<file path="config.mk">
export PLATFORM = sky130hd
export DESIGN_NAME = ptp_frame_receiver_core
export DESIGN_NICKNAME = d
export VERILOG_FILES = /design/src/ptpr_pkg.sv /design/src/ptpr_front.sv /design/src/ptpr_queue.sv /design/src/ptpr_back.sv /design/src/ptp_frame_receiver_core.sv
export SDC_FILE = /design/constraint.sdc
export NUM_CORES = 1
export LEC_CHECK = 0
export ABC_AREA = 1
export ABC_CLOCK_PERIOD_IN_PS = 3000
export BUFFER_PORTS_ARGS = -buffer_cell sky130_fd_sc_hd__buf_2
export CORE_ASPECT_RATIO = 1.5
export CORE_MARGIN = 8
export CORE_UTILIZATION = 23
export CTS_CLUSTER_DIAMETER = 150
export DETAILED_ROUTE_END_ITERATION = 10
export GPL_ROUTABILITY_DRIVEN = 1
export PLACE_DENSITY = 0.41
export SYNTH_ARGS = -nofsm -noshare
export SYNTH_HDL_FRONTEND = slang
export SYNTH_HIERARCHICAL = 1
export SYNTH_SLANG_ARGS = --single-unit
</file>
<file path="constraint.sdc">
create_clock -name clk -period 3 [get_ports clk]
set_input_delay 0.6 -clock clk [delete_from_list [all_inputs] [get_ports clk]]
set_output_delay 0.6 -clock clk [all_outputs]
set_load 0.02 [all_outputs]
</file>
<file path="src/ptpr_pkg.sv">
// ----------------------------------------------------------------------------
// ptpr_pkg
// Shared types, constants and CRC helpers of the point-to-point frame receiver.
// ----------------------------------------------------------------------------
package ptpr_pkg;

  localparam int MTU        = 512;
  localparam int LEN_MAX    = MTU - 8;
  localparam int BL_W       = $clog2(LEN_MAX + 1);
  localparam int Q_DEPTH    = 2;
  localparam int Q_AW       = $clog2(Q_DEPTH);

  localparam logic [7:0]  DLE_BYTE   = 8'h10;
  localparam logic [7:0]  ESC_MASK   = 8'h7f;
  localparam logic [7:0]  PRE_FIRST  = 8'h55;
  localparam logic [7:0]  PRE_SECOND = 8'hff;
  localparam logic [7:0]  CRC8_INIT  = 8'hff;
  localparam logic [7:0]  CRC8_POLY  = 8'h81;
  localparam logic [15:0] CRC16_INIT = 16'hffff;
  localparam logic [15:0] CRC16_POLY = 16'h8408;

  typedef enum logic [3:0] {
    PH_HUNT = 4'd0,
    PH_PRE1 = 4'd1,
    PH_HDR0 = 4'd2,
    PH_HDR1 = 4'd3,
    PH_HDR2 = 4'd4,
    PH_HDR3 = 4'd5,
    PH_DATA = 4'd6,
    PH_CRCL = 4'd7,
    PH_CRCH = 4'd8
  } phase_t;

  typedef enum logic [1:0] {
    K_PAYLOAD  = 2'd0,
    K_GOOD     = 2'd1,
    K_CRC_ERR  = 2'd2,
    K_TOO_LONG = 2'd3
  } kind_t;

  typedef struct packed {
    logic       abort;
    logic [7:0] data;
  } qitem_t;

  function automatic logic [7:0] crc8_byte(input logic [7:0] crc, input logic [7:0] b);
    logic [7:0] c;
    c = crc ^ b;
    for (int i = 0; i < 8; i++) begin
      c = c[0] ? ((c >> 1) ^ CRC8_POLY) : (c >> 1);
    end
    return c;
  endfunction

  function automatic logic [15:0] crc16_byte(input logic [15:0] crc, input logic [7:0] b);
    logic [15:0] c;
    c = crc ^ {8'h00, b};
    for (int i = 0; i < 8; i++) begin
      c = c[0] ? ((c >> 1) ^ CRC16_POLY) : (c >> 1);
    end
    return c;
  endfunction

endpackage

</file>
<file path="src/ptpr_front.sv">
// ----------------------------------------------------------------------------
// ptpr_front
// Input side: removes DLE escapes and queues destuffed bytes and abort marks.
// ----------------------------------------------------------------------------
module ptpr_front (
  input  logic            clk,
  input  logic            rst_n,
  input  logic            in_valid,
  output logic            in_ready,
  input  logic [7:0]      in_rx_byte,
  input  logic            in_abort,
  input  logic            q_full,
  output logic            push_valid,
  output ptpr_pkg::qitem_t push_item
);
  import ptpr_pkg::*;

  logic esc_r;
  logic esc_nxt;
  logic acc;

  assign in_ready = !q_full;
  assign acc      = in_valid && in_ready;

  always_comb begin
    esc_nxt = esc_r;
    if (acc) begin
      if (in_abort) begin
        esc_nxt = 1'b0;
      end else if (esc_r) begin
        esc_nxt = 1'b0;
      end else if (in_rx_byte == DLE_BYTE) begin
        esc_nxt = 1'b1;
      end
    end
  end

  always_ff @(posedge clk) begin
    if (!rst_n) begin
      esc_r <= 1'b0;
    end else begin
      esc_r <= esc_nxt;
    end
  end

  assign push_valid      = acc && (in_abort || esc_r || (in_rx_byte != DLE_BYTE));
  assign push_item.abort = in_abort;
  assign push_item.data  = esc_r ? (in_rx_byte & ESC_MASK) : in_rx_byte;

endmodule

</file>
<file path="src/ptpr_queue.sv">
// ----------------------------------------------------------------------------
// ptpr_queue
// Short queue between the destuffing front and the framing back end.
// ----------------------------------------------------------------------------
module ptpr_queue (
  input  logic             clk,
  input  logic             rst_n,
  input  logic             push_valid,
  input  ptpr_pkg::qitem_t push_item,
  output logic             full,
  output logic             pop_valid,
  input  logic             pop,
  output ptpr_pkg::qitem_t pop_item
);
  import ptpr_pkg::*;

  qitem_t            mem_r [Q_DEPTH];
  logic [Q_AW-1:0]   wr_ptr_r;
  logic [Q_AW-1:0]   rd_ptr_r;
  logic [Q_AW:0]     cnt_r;
  logic              do_push;
  logic              do_pop;

  assign full      = (cnt_r == (Q_AW+1)'(Q_DEPTH));
  assign pop_valid = (cnt_r != '0);
  assign do_push   = push_valid && !full;
  assign do_pop    = pop && pop_valid;
  assign pop_item  = mem_r[rd_ptr_r];

  always_ff @(posedge clk) begin
    if (do_push) begin
      mem_r[wr_ptr_r] <= push_item;
    end
  end

  always_ff @(posedge clk) begin
    if (!rst_n) begin
      wr_ptr_r <= '0;
      rd_ptr_r <= '0;
      cnt_r    <= '0;
    end else begin
      if (do_push) begin
        wr_ptr_r <= wr_ptr_r + 1'b1;
      end
      if (do_pop) begin
        rd_ptr_r <= rd_ptr_r + 1'b1;
      end
      case ({do_push, do_pop})
        2'b10:   cnt_r <= cnt_r + 1'b1;
        2'b01:   cnt_r <= cnt_r - 1'b1;
        default: cnt_r <= cnt_r;
      endcase
    end
  end

endmodule

</file>
<file path="src/ptpr_back.sv">
// ----------------------------------------------------------------------------
// ptpr_back
// Framing back end: preamble hunt, header check and replay, payload and CRC-16.
// ----------------------------------------------------------------------------
module ptpr_back (
  input  logic             clk,
  input  logic             rst_n,
  input  logic             q_valid,
  input  ptpr_pkg::qitem_t q_item,
  output logic             q_pop,
  output logic             out_valid,
  input  logic             out_ready,
  output logic [1:0]       out_kind,
  output logic [7:0]       out_data_byte,
  output logic [7:0]       out_frame_type,
  output logic [8:0]       out_payload_len,
  output logic             out_last
);
  import ptpr_pkg::*;

  phase_t            phase_r, phase_nxt;
  logic [BL_W-1:0]   bl_r, bl_nxt, bl_dec;
  logic [15:0]       dcrc_r, dcrc_nxt;
  logic [7:0]        crcl_r, crcl_nxt;
  logic [7:0]        hcrc_r, hcrc_nxt;
  logic              rep_r, rep_nxt;
  logic [1:0]        rep_idx_r, rep_idx_nxt;
  logic [7:0]        store_r [4];

  logic              ready;
  logic              live;
  logic              step;
  logic [7:0]        b;
  logic [15:0]       hdr_len;
  logic              hdr_ok;
  logic              st_we;
  logic [1:0]        st_idx;

  logic              res_valid;
  kind_t             res_kind;
  logic [7:0]        res_data;
  logic              res_last;

  logic              ov_r;
  logic [1:0]        okind_r;
  logic [7:0]        odata_r;
  logic [7:0]        otype_r;
  logic [8:0]        olen_r;
  logic              olast_r;

  assign ready   = !rep_r && (!ov_r || out_ready);
  assign q_pop   = ready && q_valid;
  assign live    = q_pop && !q_item.abort;
  assign step    = live || rep_r;
  assign b       = rep_r ? store_r[rep_idx_r] : q_item.data;
  assign hdr_len = {store_r[1], store_r[2]};
  assign hdr_ok  = (b == ~hcrc_r);
  assign bl_dec  = (bl_r != '0) ? (bl_r - 1'b1) : bl_r;
  assign st_idx  = 2'(phase_r - PH_HDR0);
  assign st_we   = step && (phase_r == PH_HDR0 || phase_r == PH_HDR1 ||
                            phase_r == PH_HDR2 || phase_r == PH_HDR3);

  // next state
  always_comb begin
    phase_nxt   = phase_r;
    bl_nxt      = bl_r;
    dcrc_nxt    = dcrc_r;
    crcl_nxt    = crcl_r;
    hcrc_nxt    = hcrc_r;
    rep_nxt     = rep_r;
    rep_idx_nxt = rep_idx_r;
    if (q_pop && q_item.abort) begin
      phase_nxt = PH_HUNT;
      bl_nxt    = '0;
      dcrc_nxt  = CRC16_INIT;
      crcl_nxt  = '0;
    end else if (step) begin
      if (rep_r) begin
        rep_idx_nxt = rep_idx_r + 1'b1;
        rep_nxt     = (rep_idx_r != 2'd3);
      end
      case (phase_r)
        PH_DATA: begin
          dcrc_nxt = crc16_byte(dcrc_r, b);
          bl_nxt   = bl_dec;
          if (bl_dec == '0) begin
            phase_nxt = PH_CRCL;
          end
        end
        PH_CRCL: begin
          crcl_nxt  = b;
          phase_nxt = PH_CRCH;
        end
        PH_CRCH: begin
          phase_nxt = PH_HUNT;
        end
        PH_PRE1: begin
          phase_nxt = (b == PRE_SECOND) ? PH_HDR0 : PH_HUNT;
        end
        PH_HDR0: begin
          hcrc_nxt  = crc8_byte(CRC8_INIT, b);
          phase_nxt = PH_HDR1;
        end
        PH_HDR1, PH_HDR2: begin
          hcrc_nxt  = crc8_byte(hcrc_r, b);
          phase_nxt = phase_t'(phase_r + 4'd1);
        end
        PH_HDR3: begin
          phase_nxt = PH_HUNT;
          if (!hdr_ok) begin
            rep_nxt     = 1'b1;
            rep_idx_nxt = '0;
          end else if (hdr_len != '0 && hdr_len <= 16'(LEN_MAX)) begin
            bl_nxt    = hdr_len[BL_W-1:0];
            dcrc_nxt  = CRC16_INIT;
            phase_nxt = PH_DATA;
          end
        end
        default: begin
          phase_nxt = (b == PRE_FIRST) ? PH_PRE1 : PH_HUNT;
        end
      endcase
    end
  end

  // result
  always_comb begin
    res_valid = 1'b0;
    res_kind  = K_PAYLOAD;
    res_data  = '0;
    res_last  = 1'b0;
    if (live) begin
      case (phase_r)
        PH_DATA: begin
          res_valid = 1'b1;
          res_data  = b;
        end
        PH_CRCH: begin
          res_valid = 1'b1;
          res_last  = 1'b1;
          res_kind  = ({b, crcl_r} == ~dcrc_r) ? K_GOOD : K_CRC_ERR;
        end
        PH_HDR3: begin
          if (hdr_ok && hdr_len == '0) begin
            res_valid = 1'b1;
            res_last  = 1'b1;
            res_kind  = K_GOOD;
          end else if (hdr_ok && hdr_len > 16'(LEN_MAX)) begin
            res_valid = 1'b1;
            res_last  = 1'b1;
            res_kind  = K_TOO_LONG;
          end
        end
        default: begin
          res_valid = 1'b0;
        end
      endcase
    end
  end

  always_ff @(posedge clk) begin
    if (st_we) begin
      store_r[st_idx] <= b;
    end
  end

  always_ff @(posedge clk) begin
    if (!rst_n) begin
      phase_r   <= PH_HUNT;
      bl_r      <= '0;
      dcrc_r    <= CRC16_INIT;
      crcl_r    <= '0;
      hcrc_r    <= CRC8_INIT;
      rep_r     <= 1'b0;
      rep_idx_r <= '0;
      ov_r      <= 1'b0;
    end else begin
      phase_r   <= phase_nxt;
      bl_r      <= bl_nxt;
      dcrc_r    <= dcrc_nxt;
      crcl_r    <= crcl_nxt;
      hcrc_r    <= hcrc_nxt;
      rep_r     <= rep_nxt;
      rep_idx_r <= rep_idx_nxt;
      if (res_valid) begin
        ov_r <= 1'b1;
      end else if (out_ready) begin
        ov_r <= 1'b0;
      end
    end
  end

  always_ff @(posedge clk) begin
    if (res_valid) begin
      okind_r <= res_kind;
      odata_r <= res_data;
      otype_r <= store_r[0];
      olen_r  <= hdr_len[8:0];
      olast_r <= res_last;
    end
  end

  assign out_valid       = ov_r;
  assign out_kind        = okind_r;
  assign out_data_byte   = odata_r;
  assign out_frame_type  = otype_r;
  assign out_payload_len = olen_r;
  assign out_last        = olast_r;

  a_rep_no_pop: assert property (@(posedge clk) disable iff (!rst_n)
    rep_r |-> !q_pop)
    else $error("queue popped during header replay");

  a_data_count: assert property (@(posedge clk) disable iff (!rst_n)
    (phase_r == PH_DATA) |-> (bl_r != '0))
    else $error("payload phase with no bytes left");

  a_rep_phase: assert property (@(posedge clk) disable iff (!rst_n)
    rep_r |-> (phase_r != PH_DATA && phase_r != PH_CRCL &&
               phase_r != PH_CRCH && phase_r != PH_HDR3))
    else $error("replay reached a framing phase");

  a_last_kind: assert property (@(posedge clk) disable iff (!rst_n)
    ov_r |-> (olast_r == (okind_r != K_PAYLOAD)))
    else $error("last flag disagrees with result kind");

endmodule

</file>
<file path="src/ptp_frame_receiver_core.sv">
// ----------------------------------------------------------------------------
// ptp_frame_receiver_core
// Point-to-point link frame receiver: destuffing, preamble and header check,
// payload delivery and trailing CRC-16 verdict.
//
//   channel | direction | ports
//   in      | sink      | in_valid, in_ready, in_rx_byte, in_abort
//   out     | source    | out_valid, out_ready, out_kind, out_data_byte,
//           |           | out_frame_type, out_payload_len, out_last
//
// One byte per cycle while in_ready is high; the framer takes one queued
// byte per cycle unless replaying or held by out_ready. A header CRC failure
// replays the four header bytes; in_ready drops if the 2-entry queue fills.
// Results sit in one output register; a stalled out_ready halts the framer.
// Synchronous reset; no clearing pass, the block takes bytes right after it.
// ----------------------------------------------------------------------------
module ptp_frame_receiver_core (
  input  logic       clk,
  input  logic       rst_n,
  input  logic       in_valid,
  output logic       in_ready,
  input  logic [7:0] in_rx_byte,
  input  logic       in_abort,
  output logic       out_valid,
  input  logic       out_ready,
  output logic [1:0] out_kind,
  output logic [7:0] out_data_byte,
  output logic [7:0] out_frame_type,
  output logic [8:0] out_payload_len,
  output logic       out_last
);
  import ptpr_pkg::*;

  logic   push_valid;
  qitem_t push_item;
  logic   q_full;
  logic   q_valid;
  logic   q_pop;
  qitem_t q_item;

  ptpr_front u_front (
    .clk        (clk),
    .rst_n      (rst_n),
    .in_valid   (in_valid),
    .in_ready   (in_ready),
    .in_rx_byte (in_rx_byte),
    .in_abort   (in_abort),
    .q_full     (q_full),
    .push_valid (push_valid),
    .push_item  (push_item)
  );

  ptpr_queue u_queue (
    .clk        (clk),
    .rst_n      (rst_n),
    .push_valid (push_valid),
    .push_item  (push_item),
    .full       (q_full),
    .pop_valid  (q_valid),
    .pop        (q_pop),
    .pop_item   (q_item)
  );

  ptpr_back u_back (
    .clk             (clk),
    .rst_n           (rst_n),
    .q_valid         (q_valid),
    .q_item          (q_item),
    .q_pop           (q_pop),
    .out_valid       (out_valid),
    .out_ready       (out_ready),
    .out_kind        (out_kind),
    .out_data_byte   (out_data_byte),
    .out_frame_type  (out_frame_type),
    .out_payload_len (out_payload_len),
    .out_last        (out_last)
  );

endmodule

</file>
# Word level (Yosys, flattened, before mapping)
# Memories as Yosys holds them, arrays and structs flattened. A register that Yosys moved wholly into a read port is not among the register bits.
# Cells that the tools add are included.
[word_totals] ff_bits=74 latch_bits=0 ram_bits=50 romBits=0 word_cells=190 n_memories=2
[op_classes] n_addsub=8 n_mul=0 div_mod_pow=0 magnitude_cmp=2 eq_ne=21 shifts=0 n_mux=69 bitwise=31 reduce_logical=41
[memory_table] memory="u_back.store_r" words=4 word_bits=8 read_ports=4 rd_ports_with_merged_regs=2 write_ports=1 line="ptpr_back.sv:28" text="logic [7:0] store_r [4];"
[memory_table] memory="u_queue.mem_r" words=2 word_bits=9 read_ports=1 rd_ports_with_merged_regs=1 write_ports=1 line="ptpr_queue.sv:17" text="qitem_t mem_r [Q_DEPTH];"
[ops] operator="$mux W16" count=10
[ops] operator="$mux W8" count=18
[ops] operator="$not A1 Y2" count=16
[ops] operator="$pmux W16 S2" count=1
[ops] operator="$pmux W4 S7" count=1
[ops] operator="$mux W9" count=3
[ops] operator="$not A2 Y3" count=8
[ops] operator="$mux W1" count=18
[ops] operator="$mux W2" count=9
[ops] operator="$pmux W9 S2" count=1
[ops] operator="$eq A16 B16 Y1" count=1
[ops] operator="$eq A4 B3 Y1 const B" count=4
[ops] operator="$gt A16 B9 Y1 const B" count=1
[ops] operator="$le A16 B9 Y1 const B" count=1
[ops] operator="$logic_not A16 Y1" count=1
[ops] operator="$not A16 Y16" count=1
[ops] operator="$not A8 Y8" count=2
[ops] operator="$pmux W8 S2" count=1
[ops] operator="$reduce_bool A16 Y1" count=1
[ops] operator="$xor A16 B8 Y16" count=1
[ops] operator="$logic_and A1 B1 Y1" count=12
[ops] operator="$reduce_bool A2 Y1" count=5
[ops] operator="$logic_not A9 Y1" count=1
[ops] operator="$reduce_bool A9 Y1" count=1
[ops] operator="other kinds (30)" count=54

# Depth between registers and ports, before layout
# Gate-level depths: netlist of run 1.
[depth] ltp_word=19 depth_mapped=24 ltp_nobuf=23

# Hierarchy
# The synthesis of run 1 kept the hierarchy.
[by_module_without_submodules] module="ptpr_back" n_inst=1 cells_each=680 area_each_um2=5758.0 seq_area_each_um2=2822.7
[by_module_without_submodules] module="ptpr_queue" n_inst=1 cells_each=66 area_each_um2=915.9 seq_area_each_um2=640.6
[by_module_without_submodules] module="ptpr_front" n_inst=1 cells_each=26 area_each_um2=160.2 seq_area_each_um2=20.0

# Least setup slack after synthesis of run 1
# Ideal clock, no wire load.
[synth_path] kind="flip-flop to flip-flop" from="register (tool-made name)" to="register u_back.odata_r[0], in the netlist u_back/out_data_byte[0], enable pin" t_arrival_ps=2537 required_time_ps=2615 slack_ps=78 path_stages_with_launch=14 period_less_slack_ps=2922 cell_sequence="dfxtp_1 buf_2 mux2_1 inv_1 o21ai_4 xor2_2 inv_2 nor4_2 nand2_1 inv_1 o211ai_1 nand2_1 nand2_1 nand2_1"
[synth_lines] element="end signal, assigned" line="ptpr_back.sv:196" text="odata_r <= res_data;"
[synth_lines] element="end, declared" line="ptpr_back.sv:46" text="logic [7:0] odata_r;"

==> metrics, run 1 <==
outcome=completed; htree depth=4; flop2flop setup slack=130 ps; IO Pins=43; met2 GRT Util=0.213; Global Route Usage Sum=0.117; Flop pwr share=0.330; gr busiest metal=met2; commonest non-fill, non-tap cell in the layout=nand2_1; cell mode on critical path=nand3_1; DRT Pass-1 Iters=4; crit-path max cell delay=430 ps; Area Growth Syn to Fin=22.8%; first-pass GRT wire length=30.9 mm; Tcrit/Tclk final=0.956; Slew Viols, Final=0; die width=157 um; NumNets Final=867; vias in the first global route=5,468; Clk pwr share=0.314; Crit-path slowest cell=a2111oi_0; Int Pwr=4.25 mW; proportion of layout cells with a drive suffix above 1=0.193; Rows=77; most frequent cells in the layout=121 x nand2_1, 92 x inv_1, 78 x edfxtp_1; initial antenna violation count=0; Max Clk Rate=0.349 GHz; total gr overflow=0; worst ir drop on vdd=0.460 mV; Residual DRC=0; Async S/R FF share, synth=0; initial drt markers=346; Fin Hold WS=371 ps; count of final hold-check violations=0; PortBufs=42; CTS tree=done; worst path arrival time=3040 ps; GR Util met1=0.126; worst slew pin tran=529 ps; Warnings, synthesis=6; combinational fraction of design power=0.357; DIE AREA=35,600 um^2; clock root cell=clkbuf_16; main flop type after synthesis=edfxtp_1; Post-synth EDFFs=78; dpl ws=122 ps; reg2reg path depth=11; Final min period=2870 ps; Worst Setup EP=u_back/out_kind[1]$_SDFFCE_PN0P_; pwr dens=812 nW/um^2; relative slew slack=0.647; library cells used by synthesis=46; Synth Cell Area=6830 um^2; Clock Path Buffers=2; Max-cap violations=0; total CTS buffers=17; clk slew on worst S/H paths=60 ps; met3 GRT Util=0.0236; Fillers=3,139; RePlAce Congestion=0.836; routed vias/inst=4.29; largest net degree at the start of global routing=27; CP max FO=7; Die Height=227 um; number of antenna diodes=0; Mapped Avg Cell Area=8.85 um^2; Crit Path Category=reg -> reg; Mapped Cells=772; post-DP HPWL=15.1 mm; worst r2r dst=u_back/out_kind[1]$_SDFFCE_PN0P_; #FFs+latches synth=135; Req. time, crit path=3170 ps; Avg WL per Cell=15.8 um; crit-path cells=buf_6, mux2_1, or2_2, nand2_4, buf_4, xor2_1, nand3_1, a2111oi_0, nand3_1, nand2_1, a21oi_1; Sw Ratio=0.376; final setup fails=0; CP Launch Type=flop; routed wire length=19.8 mm; CP Capture Type=flop; syn_nets=794; area of the core=29,400 um^2; routed vias=5,375; ANT nets after route=0; P_leak=3.44 nW; setup ws final=133 ps; Hold Crit Class=in -> reg; Clock Skew=12.9 ps; Starting Density=0.233; register area share after synthesis=0.510; CTS Sinks=135; Psw=2.56 mW; Worst-Skew Late Latency=440 ps
-- per-layer routing --
layer,share of wire,wire (um)
met5,0,0
met4,0.030,596
met3,0.028,555
met2,0.53,10600
met1,0.41,8120
-- sequential cells by signal (all words and copies together), names as in the netlist, 2 cells and up, named ones only --
name,cells
u_back/out_data_byte,8
u_back/bl_r,9
u_back/hcrc_r,8
u_back/rep_idx_r,2
u_back/store_r,32
u_back/phase_r,4
u_queue/mem_r,18
u_back/crcl_r,8
u_queue/cnt_r,2
u_back/out_kind,2
u_back/out_frame_type,8
u_back/dcrc_r,16
u_back/out_payload_len,9
-- how the worst min path moves through the flow --
| stage | start | to | cells after the start |
|---|---|---|---|
| floorplan | u_back/store_r[0][0]$_DFFE_PP_ | u_back/out_frame_type[0]$_DFFE_PP_ | 0 |
| global placement | u_back/store_r[0][6]$_DFFE_PP_ | u_back/out_frame_type[6]$_DFFE_PP_ | 0 |
| detailed placement | u_back/store_r[0][6]$_DFFE_PP_ | u_back/out_frame_type[6]$_DFFE_PP_ | 0 |
| CTS | in_rx_byte[6] | u_queue/mem_r[0][6]$_DFFE_PP_ | 1 |
| global route | in_rx_byte[3] | u_queue/mem_r[0][3]$_DFFE_PP_ | 1 |
| finish | in_rx_byte[6] | u_queue/mem_r[1][6]$_DFFE_PP_ | 1 |
-- final cells by class --
type	instances	area [um^2]	area share
tap	395	494	0.0589
multi-input combinational	507	2860	0.341
clock buffer	19	475	0.0567
clock inverter	13	130	0.0155
sequential	135	3490	0.416
timing repair buffer	84	562	0.0670
inverter	100	380	0.0453
-- worst max-delay path: cells and delay by family (launching register included) --
| kind | cells | cell delay (ps) |
|---|---|---|
| buffers and inverters | 2 | 310 |
| muxes | 1 | 310 |
| and+or+nand+nor | 5 | 900 |
| DFF | 1 | 360 |
| AOI/OAI and AO/OA | 2 | 540 |
| xor gates and xnor gates | 1 | 180 |
-- metrics by stage --
stage	instance area [um^2]	power [mW]	setup TNS, ps	utilization	instances
after detailed placement	7680	4.58	0	0.261	1217
after floorplan	6830	3.81	0	-	772
final	8390	6.81	0	0.286	1253
after global routing	8390	7.25	-6.79	0.286	1253
after global placement	7680	4.60	0	0.261	1217
after CTS	8280	6.76	0	0.282	1249
-- synthesized netlist by cell type, types with 2 or more instances --
master / count / area [um^2]
o22ai_1: 4 / 25.0
nand4_1: 9 / 56.3
nor2_1: 65 / 244
inv_1: 92 / 345
nand2_2: 4 / 25.0
xor2_1: 25 / 219
mux2_1: 9 / 101
buf_6: 2 / 22.5
xnor2_1: 8 / 70.1
o21ai_1: 6 / 30.0
o211ai_1: 12 / 90.1
inv_2: 7 / 26.3
buf_4: 9 / 67.6
o31ai_1: 2 / 15.0
buf_2: 9 / 45.0
o211ai_2: 2 / 25.0
o21ai_4: 3 / 48.8
o2111ai_1: 2 / 17.5
nor4_1: 6 / 37.5
nor2_2: 6 / 37.5
nor3_1: 8 / 40.0
edfxtp_1: 78 / 2340
nand3_1: 58 / 290
nor2_4: 2 / 22.5
o21ai_0: 65 / 325
xor2_2: 3 / 48.8
dfxtp_1: 57 / 1140
o21a_1: 3 / 22.5
or2_2: 8 / 50.1
nand2_1: 124 / 465
a31oi_1: 3 / 18.8
ha_1: 9 / 113
a21oi_1: 49 / 245
clkbuf_1: 10 / 37.5
a211oi_1: 2 / 15.0
-- kinds of logic (layout without fill, tap and decap cells) --
logic type / count (synthesis) / in the layout / share of synthesized area
AND/OR/NAND/NOR: 293 / 293 / 0.192
AO/OA/AOI/OAI: 160 / 160 / 0.137
flip-flops: 135 / 135 / 0.510
buffers and inverters: 130 / 216 / 0.0804
XOR/XNOR: 36 / 36 / 0.0494
adder cells (fa/ha/maj): 9 / 9 / 0.0165
multiplexers: 9 / 9 / 0.0148
-- repair_timing --
action / in CTS / in global routing
endpoints found under the setup margin: 0 / 36
hold buffers: 0 / 0
buffers inserted: 0 / 4
resized for setup: 0 / 18
-- power by group through the flow --
| stage | logic [mW] | registers, mW | clock network (mW) |
|---|---|---|---|
| floorplan | 1.53 | 2.28 | 0 |
| global placement | 2.31 | 2.29 | 0 |
| detailed placement | 2.29 | 2.28 | 0 |
| CTS | 2.30 | 2.25 | 2.21 |
| global route | 2.70 | 2.26 | 2.28 |
| finish | 2.43 | 2.25 | 2.14 |
(Power assumes the default switching activity.)
==> run 2, diff against run 1 <==
--- a/config.mk
+++ b/config.mk
@@ -15,6 +15,7 @@
 export DETAILED_ROUTE_END_ITERATION = 10
 export GPL_ROUTABILITY_DRIVEN = 1
 export PLACE_DENSITY = 0.41
+export REMOVE_ABC_BUFFERS = 1
 export SYNTH_ARGS = -nofsm -noshare
 export SYNTH_HDL_FRONTEND = slang
 export SYNTH_HIERARCHICAL = 1
==> metrics, run 2 (synthesis results as in run 1) <==
Tcrit/Tclk final=0.949 (-0.00621); proportion of layout cells with a drive suffix above 1=0.192 (-0.00139); total CTS buffers=17 (unchanged); Fin Hold WS=371 ps (+0.557 ps); ANT nets after route=0 (unchanged); Max-cap violations=0 (unchanged); Rows=77 (unchanged); area of the core=29,400 um^2 (unchanged); htree depth=4 (unchanged); CTS tree=done; NumNets Final=868 (+0.12%); Clock Skew=16.6 ps (+3.72 ps); Avg WL per Cell=16.1 um (+1.4%); CP max FO=7 (unchanged); count of final hold-check violations=0 (unchanged); largest net degree at the start of global routing=35 (+30%); biggest regs=u_back/store_r (32), u_queue/mem_r (18), u_back/dcrc_r (16); initial drt markers=289 (-16%); routed vias=5,361 (-0.26%); routed vias/inst=4.28 (-0.34%); RePlAce Congestion=0.810 (-3.2%); relative slew slack=0.694 (+0.0469); Clock Path Buffers=2 (unchanged); initial antenna violation count=0 (unchanged); routed wire length=20.1 mm (+1.5%); DRT Pass-1 Iters=4 (unchanged); Global Route Usage Sum=0.118 (+0.00106); clock root cell=clkbuf_16; PortBufs=42 (unchanged); Final min period=2850 ps (-18.6 ps); CP Capture Type=flop; worst path arrival time=2990 ps (-50 ps); vias in the first global route=5,627 (+2.9%); Slew Viols, Final=0 (unchanged); outcome=completed; most frequent cells in the layout=122 x nand2_1, 90 x inv_1, 78 x edfxtp_1; post-DP HPWL=15.2 mm (+0.83%); CTS Hold Buffers Added=0 (unchanged); final setup fails=0 (unchanged); worst slew pin tran=458 ps (-70.8 ps); Req. time, crit path=3140 ps (-30 ps); Residual DRC=0 (unchanged); DIE AREA=35,600 um^2 (unchanged); die width=157 um (unchanged); CTS Sinks=135 (unchanged); Crit Path Category=reg -> reg; Top reg by flops=u_back/store_r; total gr overflow=0 (unchanged); number of antenna diodes=0 (unchanged); Area Growth Syn to Fin=22.3%; max reg flops=32 (unchanged); Worst-Skew Late Latency=440 ps (about the same); commonest non-fill, non-tap cell in the layout=nand2_1; CP Launch Type=flop; first-pass GRT wire length=31.3 mm (+1.3%); IO Pins=43 (unchanged); P_leak=3.41 nW (-0.87%); worst ir drop on vdd=0.309 mV (-33%); Starting Density=0.233 (unchanged); clk slew on worst S/H paths=60 ps (about the same); pwr dens=794 nW/um^2 (-2.3%); Die Height=227 um (unchanged); Hold Crit Class=in -> reg; Max Clk Rate=0.351 GHz (+0.65%); total power=6.63 mW (-2.6%)
[run 2: worst paths after layout]
| check | from | end | slack, ps | depth (start not counted) |
|---|---|---|---|---|
| min reg2reg | u_back/bl_r[7]$_SDFFE_PP0P_ | u_back/bl_r[7]$_SDFFE_PP0P_ | 460 | 2 |
| max reg2reg | flop | u_back/out_kind[0]$_SDFFCE_PN0P_ | 150 | 14 |
| max | flop | u_back/out_kind[0]$_SDFFCE_PN0P_ | 150 | 14 |
| min | in_abort | u_queue/mem_r[0][8]$_DFFE_PP_ | 370 | 1 |
[run 2: metrics by stage]
step                      cell area (um^2)  setup slack [ps]   util  cells  setup TNS [ps]
after detailed placement              7680              16.1  0.261   1218               0
after floorplan                       6660              -152      -    742           -4260
after CTS                             8240              38.8  0.280   1250               0
final                                 8360               152  0.285   1254               0
after global placement                7680              38.3  0.261   1218               0
after global routing                  8360             -10.7  0.285   1254           -10.7
[run 2: timing repair]
item	in CTS	in global routing
pin swaps	0	7
endpoints found under the hold margin	0	0
resized for setup	1	17
setup endpoints to repair	12	55
gates cloned	0	2
buffers inserted	0	2
[run 2: per-layer routing]
metal,vias to the layer above,wire length (um),global-route usage
li1,2753,-,-
met1,2513,8300,0.127
met2,77,10900,0.219
met3,18,560,0.0228
met4,0,390,0.0544
met5,-,0,0
[run 2: final cells by class]
class,instances,area [um^2]
Tap cell,395,494
Sequential cell,135,3490
Fill cell,3138,21000
Clock inverter,15,130
Inverter,100,380
Multi-Input combinational cell,507,2860
Timing Repair Buffer,85,587
Clock buffer,17,425
[run 2: power breakdown]
| part | switching, mW | total, mW | internal, mW | leakage, nW |
|---|---|---|---|---|
| registers | 0.0824 | 2.24 | 2.16 | 1.18 |
| clock network | 0.873 | 2.01 | 1.14 | 0.266 |
| logic | 1.56 | 2.38 | 0.816 | 1.96 |
[run 2: worst max-delay path, cell delays in order, from the launching register on]
cell	delay, ps
dfxtp_2	360
buf_4	170
mux2_1	350
inv_1	110
o21ai_4	80
xor2_2	190
inv_2	60
nor4_2	330
nand2_1	170
inv_2	100
o211ai_1	120
nand2_1	120
nand2_2	70
nand2_4	150
clkbuf_16	170
